**src/rtl/core/lkc_pkg.sv**
```systemverilog
// Shared definitions for the LRU key cache: default sizes, operation codes
// and the status struct passed from the directory to the top level.
// No dependencies.
package lkc_pkg;

   // default geometry, handed to the top level parameters
   localparam int ENTRIES_DEFAULT    = 16;
   localparam int KEY_BITS_DEFAULT   = 32;
   localparam int VALUE_BITS_DEFAULT = 32;

   // fixed field widths
   localparam int OP_W    = 2;
   localparam int CAP_W   = 5;
   localparam int COUNT_W = 5;

   localparam logic [CAP_W-1:0] CAP_RESET = CAP_W'(16);

   // operation codes; the fourth code is unused and changes nothing
   localparam logic [OP_W-1:0] OP_GET    = 2'd0;
   localparam logic [OP_W-1:0] OP_PUT    = 2'd1;
   localparam logic [OP_W-1:0] OP_DELETE = 2'd2;

   // per-operation status from the directory
   typedef struct packed {
      logic hit;      // key was live before the operation
      logic evicted;  // a put pushed out the least recent entry
      logic get_hit;  // value store read returns the result value
      logic ins_en;   // value store write for a newly inserted key
   } dir_flags_type;

endpackage

```
**src/rtl/core/lkc_ram.sv**
```systemverilog
// Generic single-write, single-read RAM with registered read data.
// No dependencies.
module lkc_ram #(
   parameter int WIDTH = 32,
   parameter int DEPTH = 16
) (
   input  logic                     clock,
   input  logic                     wr_en,
   input  logic [$clog2(DEPTH)-1:0] wr_addr,
   input  logic [WIDTH-1:0]         wr_data,
   input  logic                     rd_en,
   input  logic [$clog2(DEPTH)-1:0] rd_addr,
   output logic [WIDTH-1:0]         rd_data
);

   logic [WIDTH-1:0] mem_ff [DEPTH];
   logic [WIDTH-1:0] rd_data_ff;

   // write port
   always_ff @(posedge clock) begin
      if (wr_en) begin
         mem_ff[wr_addr] <= wr_data;
      end
   end

   // registered read port
   always_ff @(posedge clock) begin
      if (rd_en) begin
         rd_data_ff <= mem_ff[rd_addr];
      end
   end

   assign rd_data = rd_data_ff;

endmodule

```
**src/rtl/core/lkc_dir.sv**
```systemverilog
// Directory of the LRU key cache: key tags, valid bits, recency ranks and
// live count, with the parallel key match and the rank update.
// Depends on lkc_pkg.
module lkc_dir #(
   parameter int ENTRIES  = 16,
   parameter int KEY_BITS = 32
) (
   input  logic                          clock,
   input  logic                          reset,
   input  logic                          op_valid,
   input  logic [lkc_pkg::OP_W-1:0]      op,
   input  logic [KEY_BITS-1:0]           key,
   input  logic [lkc_pkg::CAP_W-1:0]     capacity,
   output lkc_pkg::dir_flags_type        flags,
   output logic [KEY_BITS-1:0]           evicted_key,
   output logic [$clog2(ENTRIES+1)-1:0]  entry_count,
   output logic [$clog2(ENTRIES)-1:0]    rd_slot,
   output logic [$clog2(ENTRIES)-1:0]    ins_slot
);
   import lkc_pkg::*;

   localparam int IDX_W = $clog2(ENTRIES);
   localparam int CNT_W = $clog2(ENTRIES + 1);
   localparam int CMP_W = ((CNT_W > CAP_W) ? CNT_W : CAP_W) + 1;

   // state
   logic [KEY_BITS-1:0] key_ff   [ENTRIES];
   logic [ENTRIES-1:0]  valid_ff, valid_in;
   logic [IDX_W-1:0]    rank_ff  [ENTRIES];
   logic [IDX_W-1:0]    rank_in  [ENTRIES];
   logic [CNT_W-1:0]    count_ff, count_in;

   // match and selection
   logic [ENTRIES-1:0]  match, match_one, victim, victim_one, ev_one;
   logic [ENTRIES-1:0]  valid_mid, free_one;
   logic                hit, evicted, ins;
   logic [IDX_W-1:0]    hit_rank, ev_rank, hit_idx, free_idx, r_tmp;
   logic [KEY_BITS-1:0] ev_key;
   logic [CMP_W-1:0]    cap_ext, cap_eff, count_ext;
   logic                is_get, is_put, is_del;
   logic                cap_on, need_evict, do_touch, do_insert, do_del;

   // operation decode
   always_comb begin
      is_get = 1'b0;
      is_put = 1'b0;
      is_del = 1'b0;
      unique case (op)
         OP_GET:    is_get = 1'b1;
         OP_PUT:    is_put = 1'b1;
         OP_DELETE: is_del = 1'b1;
         default:   ;
      endcase
   end

   // parallel key compare, victim search and free-slot search
   always_comb begin
      cap_ext    = CMP_W'(capacity);
      cap_eff    = (cap_ext > CMP_W'(ENTRIES)) ? CMP_W'(ENTRIES) : cap_ext;
      count_ext  = CMP_W'(count_ff);
      cap_on     = (cap_eff != '0);
      need_evict = (count_ext + CMP_W'(1)) > cap_eff;

      for (int i = 0; i < ENTRIES; i++) begin
         match[i]  = valid_ff[i] && (key_ff[i] == key);
         victim[i] = valid_ff[i] &&
                     ((CMP_W'(rank_ff[i]) + CMP_W'(1)) == count_ext);
      end
      match_one  = match & (~match + ENTRIES'(1));
      victim_one = victim & (~victim + ENTRIES'(1));
      hit        = |match;

      do_touch  = hit && (is_get || (is_put && cap_on));
      do_insert = is_put && cap_on && !hit;
      do_del    = is_del && hit;

      ev_one    = (do_insert && need_evict) ? victim_one : '0;
      evicted   = |ev_one;
      valid_mid = valid_ff & ~ev_one;
      free_one  = ~valid_mid & (valid_mid + ENTRIES'(1));
      ins       = do_insert && (valid_mid != '1);

      hit_rank = '0;
      hit_idx  = '0;
      ev_rank  = '0;
      ev_key   = '0;
      free_idx = '0;
      for (int i = 0; i < ENTRIES; i++) begin
         if (match_one[i]) begin
            hit_rank = hit_rank | rank_ff[i];
            hit_idx  = hit_idx | IDX_W'(i);
         end
         if (ev_one[i]) begin
            ev_rank = ev_rank | rank_ff[i];
            ev_key  = ev_key | key_ff[i];
         end
         if (free_one[i]) begin
            free_idx = free_idx | IDX_W'(i);
         end
      end
   end

   // next state for valid bits, ranks and count
   always_comb begin
      valid_in = valid_ff;
      count_in = count_ff;
      r_tmp    = '0;
      for (int i = 0; i < ENTRIES; i++) begin
         rank_in[i] = rank_ff[i];
      end
      if (do_touch) begin
         // move to front: more recent entries age by one
         for (int i = 0; i < ENTRIES; i++) begin
            if (match_one[i]) begin
               rank_in[i] = '0;
            end else if (valid_ff[i] && (rank_ff[i] < hit_rank)) begin
               rank_in[i] = rank_ff[i] + IDX_W'(1);
            end
         end
      end else if (do_del) begin
         // remove: less recent entries move up by one
         for (int i = 0; i < ENTRIES; i++) begin
            if (match_one[i]) begin
               valid_in[i] = 1'b0;
               rank_in[i]  = '0;
            end else if (valid_ff[i] && (rank_ff[i] > hit_rank)) begin
               rank_in[i] = rank_ff[i] - IDX_W'(1);
            end
         end
         count_in = count_ff - CNT_W'(1);
      end else if (do_insert) begin
         // optional eviction, then insert at the front
         for (int i = 0; i < ENTRIES; i++) begin
            r_tmp = rank_ff[i];
            if (evicted && (rank_ff[i] > ev_rank)) begin
               r_tmp = r_tmp - IDX_W'(1);
            end
            if (ins) begin
               r_tmp = r_tmp + IDX_W'(1);
            end
            if (ev_one[i]) begin
               valid_in[i] = 1'b0;
               rank_in[i]  = '0;
            end else if (valid_mid[i]) begin
               rank_in[i] = r_tmp;
            end
            if (ins && free_one[i]) begin
               valid_in[i] = 1'b1;
               rank_in[i]  = '0;
            end
         end
         count_in = count_ff - CNT_W'(evicted) + CNT_W'(ins);
      end
   end

   // control state
   always_ff @(posedge clock) begin
      if (reset) begin
         valid_ff <= '0;
         count_ff <= '0;
         for (int i = 0; i < ENTRIES; i++) begin
            rank_ff[i] <= '0;
         end
      end else if (op_valid) begin
         valid_ff <= valid_in;
         count_ff <= count_in;
         for (int i = 0; i < ENTRIES; i++) begin
            rank_ff[i] <= rank_in[i];
         end
      end
   end

   // key tags
   always_ff @(posedge clock) begin
      for (int i = 0; i < ENTRIES; i++) begin
         if (op_valid && ins && free_one[i]) begin
            key_ff[i] <= key;
         end
      end
   end

   assign flags.hit     = hit;
   assign flags.evicted = evicted;
   assign flags.get_hit = is_get && hit;
   assign flags.ins_en  = op_valid && ins;
   assign evicted_key   = ev_key;
   assign entry_count   = count_in;
   assign rd_slot       = hit_idx;
   assign ins_slot      = free_idx;

endmodule

```
**src/rtl/core/lru_key_cache.sv**
```systemverilog
// Top level of the LRU key cache: input register, directory, value store
// and result register. Depends on lkc_pkg, lkc_dir and lkc_ram.
//
// Usage:
//   Command channel: an operation (req_op get/put/delete, req_key,
//   req_value_in) is transferred on a clock edge with start high and busy
//   low. busy is always low: one operation can be issued every cycle.
//   Result channel: after the input and result registers, rsp_strobe is
//   high for exactly one cycle with rsp_hit, rsp_value_out, rsp_evicted,
//   rsp_evicted_key and rsp_entry_count. Results come back in issue order.
//   The receiver cannot stall; results must be taken when strobed.
//   Throughput is one operation per cycle: the whole key match and recency
//   update of the directory is done between the input register and the
//   result register.
//   Configuration: csr_wr_en with csr_wr_data writes the capacity; write
//   it only while no operation is in flight.
//   Reset (synchronous, active high) empties the cache and sets the
//   capacity to 16. No clearing pass is needed.
module lru_key_cache #(
   parameter int ENTRIES    = lkc_pkg::ENTRIES_DEFAULT,
   parameter int KEY_BITS   = lkc_pkg::KEY_BITS_DEFAULT,
   parameter int VALUE_BITS = lkc_pkg::VALUE_BITS_DEFAULT
) (
   input  logic                         clock,
   input  logic                         reset,
   input  logic                         start,
   output logic                         busy,
   input  logic [lkc_pkg::OP_W-1:0]     req_op,
   input  logic [KEY_BITS-1:0]          req_key,
   input  logic [VALUE_BITS-1:0]        req_value_in,
   input  logic                         csr_wr_en,
   input  logic [lkc_pkg::CAP_W-1:0]    csr_wr_data,
   output logic                         rsp_strobe,
   output logic                         rsp_hit,
   output logic [VALUE_BITS-1:0]        rsp_value_out,
   output logic                         rsp_evicted,
   output logic [KEY_BITS-1:0]          rsp_evicted_key,
   output logic [lkc_pkg::COUNT_W-1:0]  rsp_entry_count
);
   import lkc_pkg::*;

   localparam int IDX_W = $clog2(ENTRIES);
   localparam int CNT_W = $clog2(ENTRIES + 1);

   logic                  req_valid_ff;
   logic [OP_W-1:0]       req_op_ff;
   logic [KEY_BITS-1:0]   req_key_ff;
   logic [VALUE_BITS-1:0] req_value_ff;
   logic [CAP_W-1:0]      capacity_ff;

   dir_flags_type         flags;
   logic [KEY_BITS-1:0]   dir_ev_key;
   logic [CNT_W-1:0]      dir_count;
   logic [IDX_W-1:0]      rd_slot, ins_slot;
   logic [VALUE_BITS-1:0] ram_rd_data;

   logic                  rsp_valid_ff, hit_ff, evicted_ff, get_hit_ff;
   logic [KEY_BITS-1:0]   ev_key_ff;
   logic [COUNT_W-1:0]    count_ff;

   assign busy = 1'b0;

   // capacity register
   always_ff @(posedge clock) begin
      if (reset) begin
         capacity_ff <= CAP_RESET;
      end else if (csr_wr_en) begin
         capacity_ff <= csr_wr_data;
      end
   end

   // input register
   always_ff @(posedge clock) begin
      if (reset) begin
         req_valid_ff <= 1'b0;
      end else begin
         req_valid_ff <= start;
      end
   end

   always_ff @(posedge clock) begin
      if (start) begin
         req_op_ff    <= req_op;
         req_key_ff   <= req_key;
         req_value_ff <= req_value_in;
      end
   end

   // tag directory and recency state
   lkc_dir #(
      .ENTRIES  (ENTRIES),
      .KEY_BITS (KEY_BITS)
   ) u_dir (
      .clock       (clock),
      .reset       (reset),
      .op_valid    (req_valid_ff),
      .op          (req_op_ff),
      .key         (req_key_ff),
      .capacity    (capacity_ff),
      .flags       (flags),
      .evicted_key (dir_ev_key),
      .entry_count (dir_count),
      .rd_slot     (rd_slot),
      .ins_slot    (ins_slot)
   );

   // value store, read lines up with the result register
   lkc_ram #(
      .WIDTH (VALUE_BITS),
      .DEPTH (ENTRIES)
   ) u_value_ram (
      .clock   (clock),
      .wr_en   (flags.ins_en),
      .wr_addr (ins_slot),
      .wr_data (req_value_ff),
      .rd_en   (req_valid_ff),
      .rd_addr (rd_slot),
      .rd_data (ram_rd_data)
   );

   // result register
   always_ff @(posedge clock) begin
      if (reset) begin
         rsp_valid_ff <= 1'b0;
      end else begin
         rsp_valid_ff <= req_valid_ff;
      end
   end

   always_ff @(posedge clock) begin
      if (req_valid_ff) begin
         hit_ff     <= flags.hit;
         evicted_ff <= flags.evicted;
         get_hit_ff <= flags.get_hit;
         ev_key_ff  <= dir_ev_key;
         count_ff   <= COUNT_W'(dir_count);
      end
   end

   assign rsp_strobe      = rsp_valid_ff;
   assign rsp_hit         = hit_ff;
   assign rsp_value_out   = get_hit_ff ? ram_rd_data : '0;
   assign rsp_evicted     = evicted_ff;
   assign rsp_evicted_key = ev_key_ff;
   assign rsp_entry_count = count_ff;

`ifndef SYNTHESIS
   // every transfer produces a strobe after the input and result registers
   a_rsp_follows: assert property (@(posedge clock) disable iff (reset)
      start && !busy |=> ##1 rsp_strobe)
      else $error("result strobe missing after command transfer");

   // an eviction only happens on a put of an absent key
   a_evict_miss: assert property (@(posedge clock) disable iff (reset)
      rsp_strobe && rsp_evicted |-> !rsp_hit)
      else $error("eviction reported on a hit");

   // a nonzero value is only returned on a hit
   a_value_hit: assert property (@(posedge clock) disable iff (reset)
      rsp_strobe && (rsp_value_out != '0) |-> rsp_hit)
      else $error("value returned without a hit");
`endif

endmodule
```
**config.mk**
```make
export PLATFORM = sky130hd
export DESIGN_NAME = lru_key_cache
export DESIGN_NICKNAME = d
export VERILOG_FILES = /design/src/rtl/core/lkc_pkg.sv /design/src/rtl/core/lkc_ram.sv /design/src/rtl/core/lkc_dir.sv /design/src/rtl/core/lru_key_cache.sv
export SDC_FILE = /design/constraint.sdc
export NUM_CORES = 2
export LEC_CHECK = 0
export ABC_AREA = 1
export BUFFER_PORTS_ARGS = -buffer_cell sky130_fd_sc_hd__clkbuf_2
export CAP_MARGIN = 30
export CORE_ASPECT_RATIO = 1.1
export CORE_UTILIZATION = 40
export DETAILED_ROUTE_END_ITERATION = 10
export GPL_TIMING_DRIVEN = 0
export REMOVE_ABC_BUFFERS = 1
export SYNTH_ARGS = -nofsm -noshare
export SYNTH_HDL_FRONTEND = slang
export SYNTH_SLANG_ARGS = --single-unit
```
**constraint.sdc**
```tcl
create_clock -name clock -period 22.1 [get_ports clock]
set_clock_uncertainty 0.2 [all_clocks]
set_input_delay 1.105 -clock clock [delete_from_list [all_inputs] [get_ports clock]]
set_output_delay 1.105 -clock clock [all_outputs]
set_load 0.05 [all_outputs]
```
==> impl_metrics.py <==
metrics = {
    "clock_network": {
        "postCtsHoldBufs": 0,
        "cts_resized": 0,
        "clkLatencyLatePin_ns": 0.84,
        "cts-root-buf": "clkbuf_16",
        "clockBufferDepth": 3,
        "htreeDepth": 4,
        "clock_sinks": 1254,
        "path_clk_slew_ns": 0.06,
        "postCtsSetupRepairBufs": 0,
        "numCtsBuffers": 144,
        "cts_tree": "built",
    },
    "sta": {
        "layout_worst_path_cycle_share": 0.4750,
        "period_minus_slack_ns": 10.50,
        "tightestPinTransition_ns": 1.111,
        "setup_viol": 0,
        "slew_violations": 0,
        "tns_ns": 0,
        "relSlewSlack": 0.2564,
        "setup_slack_ns": 11.60,
        "rsz0062_at_grt": "false",
        "hold_ws_ns": 0.2432,
        "finalHoldViolations": 0,
        "max_freq_mhz": 95.26,
    },
    "power": {
        "p_total_mw": 5.566,
        "p_leak_nw": 31.10,
        "ir_drop_mv": 0.07605,
        "power_density_nw_per_um2": 71.56,
    },
    "flow_run": {
        "drv_cap": 0,
    },
    "critical_path": {
        "critPathLaunchType": "flip-flop",
        "crit_path_end_kind": "flip-flop",
        "crit_path_frequent_cell": "nand2_1",
        "slowest_delay_ns": 1.02,
        "cpLargestDelayFamily": "simple AND/OR/NAND/NOR gates",
        "path_class": "flip-flop to flip-flop",
        "cp.arrival_ns": 10.84,
        "path_buf_inv": 6,
        "slowest_stage": "clkinv_2",
        "cp_max_fo": 21,
        "worst_ep_required_time_ns": 22.44,
    },
    "synth": {
        "ys_seq_area_frac": 0.5559,
        "post_synth_and_or_nand_nor_area_fraction": 0.1846,
        "synth_top_area_frac": 0.5476,
        "synth_xor_area_frac": 0.03400,
        "yosysWarnings": 0,
        "synth.avg_cell_area_um2": 9.553,
        "synthTopCellsByCount": "nand2_1 (1889), edfxtp_1 (1226), inv_1 (828)",
        "synth_area_um2": 67230,
        "ys_types": 64,
        "yosysMostFrequentCell": "nand2_1",
        "synth_area_leaders": "edfxtp_1 (55%), nand2_1 (11%), inv_1 (4.6%)",
        "syn_inst": 7038,
        "synth_edf_count": 1226,
        "synth_compound_area_frac": 0.09621,
        "synth_fa_ha_area_frac": 0.03640,
        "synth_ff_type": "edfxtp_1",
        "synth_top_family_by_area": "simple AND/OR/NAND/NOR gates",
        "synth_seq_cells": 1254,
        "netlist.top_cell.by_area": "edfxtp_1",
        "synth_mux_area_frac": 0.02278,
        "synthArstFlopShare": 0,
    },
    "routing": {
        "vias": 56431,
        "vias_per_cell": 5.907,
        "drt_iter0_drc": 8143,
        "route.detailed.drc": 0,
        "drt-pass1-iter-count": 6,
        "ant_nets": 0,
        "post_drt_wl_per_cell_um": 31.01,
        "wl_mm": 296.3,
    },
    "global_route": {
        "grt_overflow_total": 0,
        "grt_max_degree": 85,
        "grt_pass1_vias": 51762,
        "grt_usage": 0.3438,
        "grt_pass1_wl_mm": 404.2,
        "grt_antenna_before_repair": 8,
    },
    "run_status": {
        "status": "finished clean",
    },
    "final_layout": {
        "drive_gt1_frac": 0.1110,
        "layout.nets": 7480,
        "finish.utilization": 0.4669,
        "fin_area_um2": 77780,
        "num-fill-cells": 15640,
        "fin_cells": 9554,
        "multi_input_area_um2": 25530,
        "seqCellArea_um2": 37380,
        "syn_to_final_growth_pct": 15.68,
    },
    "floorplan": {
        "coreArea_um2": 166600,
        "chipHeight_um": 432.0,
        "fp.dieW_um": 392.9,
        "start_util": 0.4036,
        "rows": 157,
        "ios": 148,
        "die-area_um2": 169700,
    },
    "min_path": {
        "hold_class": "input port to flip-flop",
    },
    "place": {
        "routabilityCongestion": 1.011,
        "placed_cells": 9285,
        "place_area_um2": 73010,
        "dp_hpwl_mm": 212.1,
        "place_ws_ns": 12.31,
        "io_buffers": 146,
    },
}
==> state kept, by name (all words and copies together) (netlist names), 16 cells and up <==
signal	flops
u_dir.valid_ff	16
u_dir.key_ff	512
req_value_ff	32
u_dir.rank_ff	64
u_value_ram.mem_ff	512
u_value_ram.rd_data	32
rsp_evicted_key	32
req_key_ff	32
==> cell usage in the layout, fill, tap and decap left out, drive strengths merged, types with 7 or more instances in the layout <==
master   instances
clkinv          74
o21ai          373
or2             22
edfxtp        1226
mux2           136
or4             10
dfxtp           28
a32oi           16
a211oi          10
nor2           505
a21oi          207
a221o           40
xnor2          133
nor3            34
ha             194
o221ai          36
bufinv           8
inv            872
nand2         1913
o211ai          30
nand3b          16
xor2           128
a22oi          116
a31oi           19
buf            165
a2111oi         16
o22ai          151
clkbuf         328
a221oi          17
nor4            25
o2111ai          7
nand3          319
nand4          115
==> worst reg2reg max path, delay by kind of cell, from the launching register on <==
family          cells  cell delay, ns
compound gates      5            1.27
xor+xnor            1            0.28
fa+ha+maj           2            0.54
buf+inv             6            2.18
flops               1            0.99
simple gates       20            4.77
==> metal layers <==
layer	global-route usage	share of wire	vias to the layer above	wire length [um]
li1	-	-	24483	-
met1	0.4535	0.38	27504	114000
met2	0.5042	0.43	3637	125900
met3	0.08327	0.11	799	33950
met4	0.2189	0.075	8	22320
met5	0	0.00029	-	87
==> cell families (layout without fill, tap and decap cells) <==
family / count (synthesis) / after routing
DFF: 1254 / 1254
and+or+nand+nor: 2973 / 2973
xor gates and xnor gates: 261 / 261
AOI/OAI and AO/OA: 1053 / 1053
muxes: 136 / 136
adders and majority gates: 195 / 195
buffers and inverters: 1165 / 1451
other: 1 / 5
==> report_power, final <==
part	total [mW]	internal (mW)	switching (mW)
logic	0.451	0.136	0.315
clock network	2.39	1.32	1.06
registers	2.73	2.66	0.0722
==> final cells by class <==
type / instances / share of cell area
multi-input combinational: 4619 / 0.3282
clock buffer: 181 / 0.04850
timing repair buffer: 312 / 0.05288
clock inverter: 79 / 0.01120
inverter: 879 / 0.04266
antenna: 4 / 0.0001287
tap: 2226 / 0.03581
sequential: 1254 / 0.4806
==> worst paths after layout <==
path	start	to	slack, ns	cells after the start
worst max-delay path	req_key_ff[9]	u_dir.rank_ff[0][5]	11.60	34
worst min-delay path	req_key[21]	req_key_ff[21]	0.24	1
worst max register to register	req_key_ff[9]	u_dir.rank_ff[0][5]	11.60	34
worst min register to register	u_dir.valid_ff[3]	u_dir.valid_ff[3]	0.34	2
Power figures use the tool's default switching activity.
